<file path="config.mk">
export PLATFORM = sky130hd
export DESIGN_NAME = pcs_ctrl
export DESIGN_NICKNAME = d
export VERILOG_FILES = /design/src/design/pcs_pkg.sv /design/src/design/pcs_ctrl.sv
export SDC_FILE = /design/constraint.sdc
export NUM_CORES = 1
export LEC_CHECK = 0
export BUFFER_PORTS_ARGS = -buffer_cell sky130_fd_sc_hd__buf_2
export CELL_PAD_IN_SITES_DETAIL_PLACEMENT = 2
export CELL_PAD_IN_SITES_GLOBAL_PLACEMENT = 2
export CORE_UTILIZATION = 31
export DETAILED_ROUTE_END_ITERATION = 8
export HOLD_SLACK_MARGIN = 0.15
export MAX_ROUTING_LAYER = met4
export PLACE_DENSITY_LB_ADDON = 0.05
export SLEW_MARGIN = 10
export SYNTH_ARGS = -nofsm -noshare
export SYNTH_HDL_FRONTEND = slang
export SYNTH_SLANG_ARGS = --single-unit
export TNS_END_PERCENT = 100
</file>
<file path="constraint.sdc">
create_clock -name clk -period 2.6 [get_ports clk]
set_input_delay 0.52 -clock clk [delete_from_list [all_inputs] [get_ports clk]]
set_output_delay 0.52 -clock clk [all_outputs]
set_load 0.005 [all_outputs]
</file>
<file path="src/design/pcs_pkg.sv">
`default_nettype none
package pcs_pkg;
  typedef enum logic [2:0] {
    ST_IDLE, ST_DIV_START, ST_DIV_WAIT, ST_EMIT
  } pcs_state_t;

  typedef enum logic [1:0] {
    KIND_MIN = 2'd0, KIND_MAX = 2'd1, KIND_CENTROID = 2'd2, KIND_AVERAGES = 2'd3
  } pcs_kind_t;

  localparam logic OP_POINT  = 1'b0;
  localparam logic OP_REPORT = 1'b1;

  localparam logic [1:0] CFG_USE_CONFIDENCE = 2'd0;
  localparam logic [1:0] CFG_USE_SCALE      = 2'd1;
  localparam logic [1:0] CFG_USE_VISIBILITY = 2'd2;

  // 1e-9 in Q48.48, rounded up.
  localparam logic [95:0] VOL_EPS_Q48 = 96'd281475;
  localparam logic [47:0] DENS_MAX    = {48{1'b1}};

  // Division job numbers in the order the report needs them.
  localparam int unsigned NUM_JOBS = 7;
  typedef logic [2:0] pcs_job_t;
  localparam pcs_job_t JOB_CX = 3'd0;
  localparam pcs_job_t JOB_CY = 3'd1;
  localparam pcs_job_t JOB_CZ = 3'd2;
  localparam pcs_job_t JOB_CONF = 3'd3;
  localparam pcs_job_t JOB_SCALE = 3'd4;
  localparam pcs_job_t JOB_VIEWS = 3'd5;
  localparam pcs_job_t JOB_DENS = 3'd6;

  // Controller to datapath.
  typedef struct packed {
    logic     accumulate;
    logic     clear;
    logic     div_start;
    pcs_job_t job;
    logic     div_store;
    logic     out_load;
    logic     [1:0] kind;
  } pcs_cmd_t;

  // Datapath to controller.
  typedef struct packed {
    logic div_done;
    logic empty;
  } pcs_status_t;
endpackage
`default_nettype wire

</file>
<file path="src/design/pcs_ctrl.sv">
`default_nettype none
module pcs_ctrl (
  input  wire logic                 clk,
  input  wire logic                 rst_n,
  input  wire logic                 in_valid,
  input  wire logic                 in_op,
  output logic                      in_ready,
  output logic                      out_valid,
  input  wire logic                 out_ready,
  input  wire pcs_pkg::pcs_status_t status,
  output pcs_pkg::pcs_cmd_t         cmd
);
  import pcs_pkg::*;

  pcs_state_t state_r, state_nxt;
  pcs_job_t   job_r, job_nxt;
  logic [1:0] kind_r, kind_nxt;
  logic [1:0] wait_r, wait_nxt;
  logic       ov_r, ov_nxt;
  logic       take;

  assign take = in_valid && in_ready;

  always_comb begin
    state_nxt = state_r;
    job_nxt   = job_r;
    kind_nxt  = kind_r;
    wait_nxt  = wait_r;
    ov_nxt    = ov_r;
    if (out_valid && out_ready) ov_nxt = 1'b0;
    case (state_r)
      ST_IDLE: begin
        if (take && in_op == OP_REPORT) begin
          job_nxt   = JOB_CX;
          wait_nxt  = 2'd3;
          state_nxt = ST_DIV_START;
        end
      end
      ST_DIV_START: begin
        // Wait for the volume pipeline to settle before the first job.
        if (wait_r != 2'd0) wait_nxt = wait_r - 2'd1;
        else state_nxt = ST_DIV_WAIT;
      end
      ST_DIV_WAIT: begin
        if (status.div_done) begin
          if (job_r == JOB_DENS) begin
            kind_nxt  = KIND_MIN;
            state_nxt = ST_EMIT;
          end else begin
            job_nxt   = job_r + 3'd1;
            state_nxt = ST_DIV_START;
          end
        end
      end
      ST_EMIT: begin
        if (!ov_r || out_ready) begin
          ov_nxt   = 1'b1;
          kind_nxt = kind_r + 2'd1;
          if (kind_r == KIND_AVERAGES) state_nxt = ST_IDLE;
        end
      end
      default: state_nxt = ST_IDLE;
    endcase
  end

  always_comb begin
    cmd = '0;
    cmd.job  = job_r;
    cmd.kind = kind_r;
    in_ready  = (state_r == ST_IDLE);
    out_valid = ov_r;
    case (state_r)
      ST_IDLE: cmd.accumulate = take && (in_op == OP_POINT);
      ST_DIV_START: cmd.div_start = (wait_r == 2'd0);
      ST_DIV_WAIT: cmd.div_store = status.div_done;
      ST_EMIT: begin
        cmd.out_load = !ov_r || out_ready;
        cmd.clear    = cmd.out_load && (kind_r == KIND_AVERAGES);
      end
      default: cmd = '0;
    endcase
  end

  always_ff @(posedge clk) begin
    if (!rst_n) begin
      state_r <= ST_IDLE;
      job_r   <= JOB_CX;
      kind_r  <= KIND_MIN;
      wait_r  <= '0;
      ov_r    <= 1'b0;
    end else begin
      state_r <= state_nxt;
      job_r   <= job_nxt;
      kind_r  <= kind_nxt;
      wait_r  <= wait_nxt;
      ov_r    <= ov_nxt;
    end
  end
endmodule
`default_nettype wire

</file>
==> metrics.log <==
INFO  metric wl_met3 = 53 um
INFO  metric netlist.top_cell.by_area = dfxtp_1
INFO  metric critPathLaunchType = register
INFO  metric total_leakage_power = 0.408 nW
INFO  metric final_util = 41.1%
INFO  metric synth_fp_nets = between 90 and 100
INFO  metric drt.antenna.violating_nets = 0
INFO  metric grt.overflow.total = 0
INFO  metric cts_tree = built
INFO  metric worst-setup-path-type = reg -> out
INFO  metric report.final.hold_viol_count = 0
INFO  metric crit_fanout = 8
INFO  metric numPortBuffers = 17
INFO  metric period_minus_slack = 1.89 ns
INFO  metric worst-r2r-cell-count = 6
INFO  metric row_count = 16
INFO  metric setup_viol_count_final = 0
INFO  metric post-place-cells = ~120
INFO  metric max_cap_viol_count = 0
INFO  metric final.setup.tns = 0 ns
INFO  metric gpl.final_weighted_congestion = 0.726
INFO  metric timing.hold.worst.start = kind_r[0]
INFO  metric hold_buffers = 0
INFO  metric post-route-cell-area = 840 sq um
INFO  metric num_antenna_cells = 0
INFO  metric synth_seq_cells = 10
INFO  metric yosysWarningCount = 0
INFO  metric grt_max_degree = 9
INFO  metric vdd_ir_drop_max = 0.418 mV
INFO  metric cts-buffers-inserted = 3
INFO  metric detail_route.iter0.violations = 3
INFO  metric top_signal_layer_used = met4
INFO  metric synthDominantCellAreaShare = 28.5%
INFO  metric timing_worst_slew_pin_value = ~0.35 ns
INFO  metric syn2layout_area_growth = 19.4%
INFO  metric postRouteWirelength = 1.60 mm
INFO  metric whs_endpoint = kind_r[0]
INFO  metric hold_class = reg -> reg
INFO  metric drt-pass1-iter-count = 3
INFO  metric detailed_placement_wirelength_estimate = 1.31 mm
INFO  metric status = finished, final reports clean
INFO  metric critical_path.endpoint_type = output port
INFO  metric top_area_cells_in_the_synthesized_netlist = dfxtp_1 (28%), ha_1 (14%), nor2_1 (7.5%)
INFO  metric grt_antenna_before_repair = 0
INFO  metric worst_slack = 0.710 ns
INFO  metric critPathArrivalTime = 1.37 ns
INFO  metric dpl_worst_slack = between 0.7 and 0.8 ns
INFO  metric finished_layout_cells = about 130
INFO  metric syn_area = between 700 and 800 sq um
INFO  metric drv_slew = 0
INFO  metric route.detailed.wl_per_inst = 12.8 um
INFO  metric timing.fmax = 529 MHz
INFO  metric reg2reg_slack = 0.79 ns
INFO  metric number_of_remaining_drc_errors = 0
INFO  metric clk_latency = 0.27 ns
INFO  metric timing.rr.end = job_r[2]
INFO  metric io_pins = 19
INFO  metric drt-met1-wl = 729 um
INFO  metric grt_pass1_wl = 2.76 mm
INFO  metric layout.nets = between 100 and 150
INFO  metric vias_per_cell = 4.94
INFO  metric rsz0062_at_grt = no
INFO  metric die_w = about 50 um
INFO  metric vias = 617
INFO  metric skew = slightly below 0.0009 ns
INFO  metric timing.rr.start = state_r[0]
INFO  metric final.period_utilization = between 70% and 80%
INFO  metric fp.dieH = ~50 um
INFO  metric ctsLongestPathBuffers = 2
INFO  metric cts_setup_buffers = 0
INFO  metric clock_pin_slew_on_the_worst_setup_and_hold_paths = 0.08 ns
INFO  metric die-area = 0.00246 sq mm
INFO  metric ctsResizeCount = 0
INFO  metric dr_wl_met2 = 778 um
INFO  metric dpl_cell_area = 803 sq um
INFO  metric postSynthCellCount = 82
INFO  metric share_of_final_layout_standard_cells_stronger_than_drive_strength_1 = 29.6%
INFO  metric core_area = just over 0.002 sq mm
INFO  metric cts_sinks = 10
INFO  metric initial_utilization = 34.4%
INFO  metric worst_slew_margin_rel = roughly 77%
INFO  metric grt_pass1_vias = 628
INFO  metric power-per-cell-area = ~920 mW/mm^2
INFO  metric post_synth_num_cell_types = 33
INFO  metric worst_hold_path.num_cells = 2
INFO  metric syn_avg_cell_area = 8.58 sq um
INFO  metric clk_tree_root_cell = clkbuf_4
INFO  metric required = 2.08 ns
INFO  metric grt_util_all_layers = 15.9%
INFO  metric htree_num_levels = 1
INFO  metric synth.yosys.seq_area_share = 28.5%
how the worst max path moves through the flow:
stage	from	to	slack, ns	depth (start not counted)
after floorplan	state_r[0]	job_r[2]	0.93	6
after CTS	state_r[0]	cmd[3]	0.68	4
after detailed placement	state_r[0]	job_r[2]	0.76	6
final	state_r[0]	cmd[3]	0.71	4
after global routing	state_r[0]	cmd[3]	0.59	4
after global placement	state_r[0]	job_r[2]	0.80	6
synth_stat cells:
cell and n:
nor2_1 14, dfxtp_1 10, inv_1 10, ha_1 8, clkbuf_1 5, nand2_1 3
a21oi_1 2, and2_1 2, mux2i_1 2, nand2b_1 2, o21ai_0 2, a211oi_2 1
a21boi_4 1, a21o_1 1, a22o_1 1, a32o_1 1, a32oi_1 1, and3_1 1
and4_1 1, and4b_1 1, mux2_2 1, nand3_1 1, nand3b_1 1, nand4_1 1
nor2b_1 1, nor2b_4 1, nor3_1 1, nor4_4 1, o2111a_1 1, o21ai_2 1
o221a_2 1, o311a_2 1, o31ai_1 1
placed cells by master, fill, tap and decap left out:
cell	instances
o31ai_1	1
dfxtp_1	10
mux2_2	1
clkbuf_8	1
nand2b_1	2
a211oi_2	1
inv_1	10
nor2b_1	1
nand2_1	3
a22o_1	1
nor4_4	1
o2111a_1	1
nand3_1	1
o21ai_2	1
nor2b_4	1
mux2i_1	2
nand3b_1	1
and3_1	1
a21boi_4	1
nand4_1	1
o21ai_0	2
o311a_2	1
and2_1	2
ha_1	8
buf_2	17
and4_1	1
o221a_2	1
and4b_1	1
nor3_1	1
clkbuf_4	3
a21o_1	1
a21oi_1	2
a32o_1	1
nor2_1	14
a32oi_1	1
critical path, cell delays in order (launching register included):
cell and delay [ns]:
dfxtp_1 0.39, inv_1 0.12, ha_1 0.30, and2_1 0.17, buf_2 0.12
cell families (layout without fill, tap and decap cells):
kind of cell,count (synthesis),after routing,share of synthesized area (%)
flops,10,10,28.5
compound gates,15,15,19.4
mux,3,3,4.45
fa+ha+maj,8,8,14.2
simple gates,31,31,25.4
buf+inv,15,31,8.01
metrics by stage:
stage	hold slack, ns	power, mW
6_report	0.487	0.770
5_1_grt	0.523	0.843
4_1_cts	0.499	0.788
3_5_place_dp	0.488	0.632
3_3_place_gp	0.470	0.620
2_1_floorplan	0.456	0.529
power by group:
group	switching, mW	total, mW	internal (mW)
Sequential	0.0240	0.209	0.185
Clock	0.0638	0.149	0.0852
Combinational	0.220	0.412	0.192
Total	0.308	0.770	0.462
flip-flops by register name (all words and copies together) (netlist names):
| signal | count |
|---|---|
| job_r | 3 |
| state_r | 2 |
| kind_r | 2 |
| wait_r | 2 |
| out_valid | 1 |
routing by layer:
layer,vias to the layer above,track usage (%)
met5,-,-
met4,0,10.0
met3,5,3.70
met2,13,25.0
met1,286,18.1
li1,313,-
final cells by class:
type	instances	area (sq um)
Clock buffer	4	36.3
Fill cell	256	1200
Inverter	10	37.5
Multi-Input combinational cell	57	447
Sequential cell	10	200
Tap cell	27	33.8
Timing Repair Buffer	17	85.1
No activity file was read; power rests on OpenSTA's default activity.
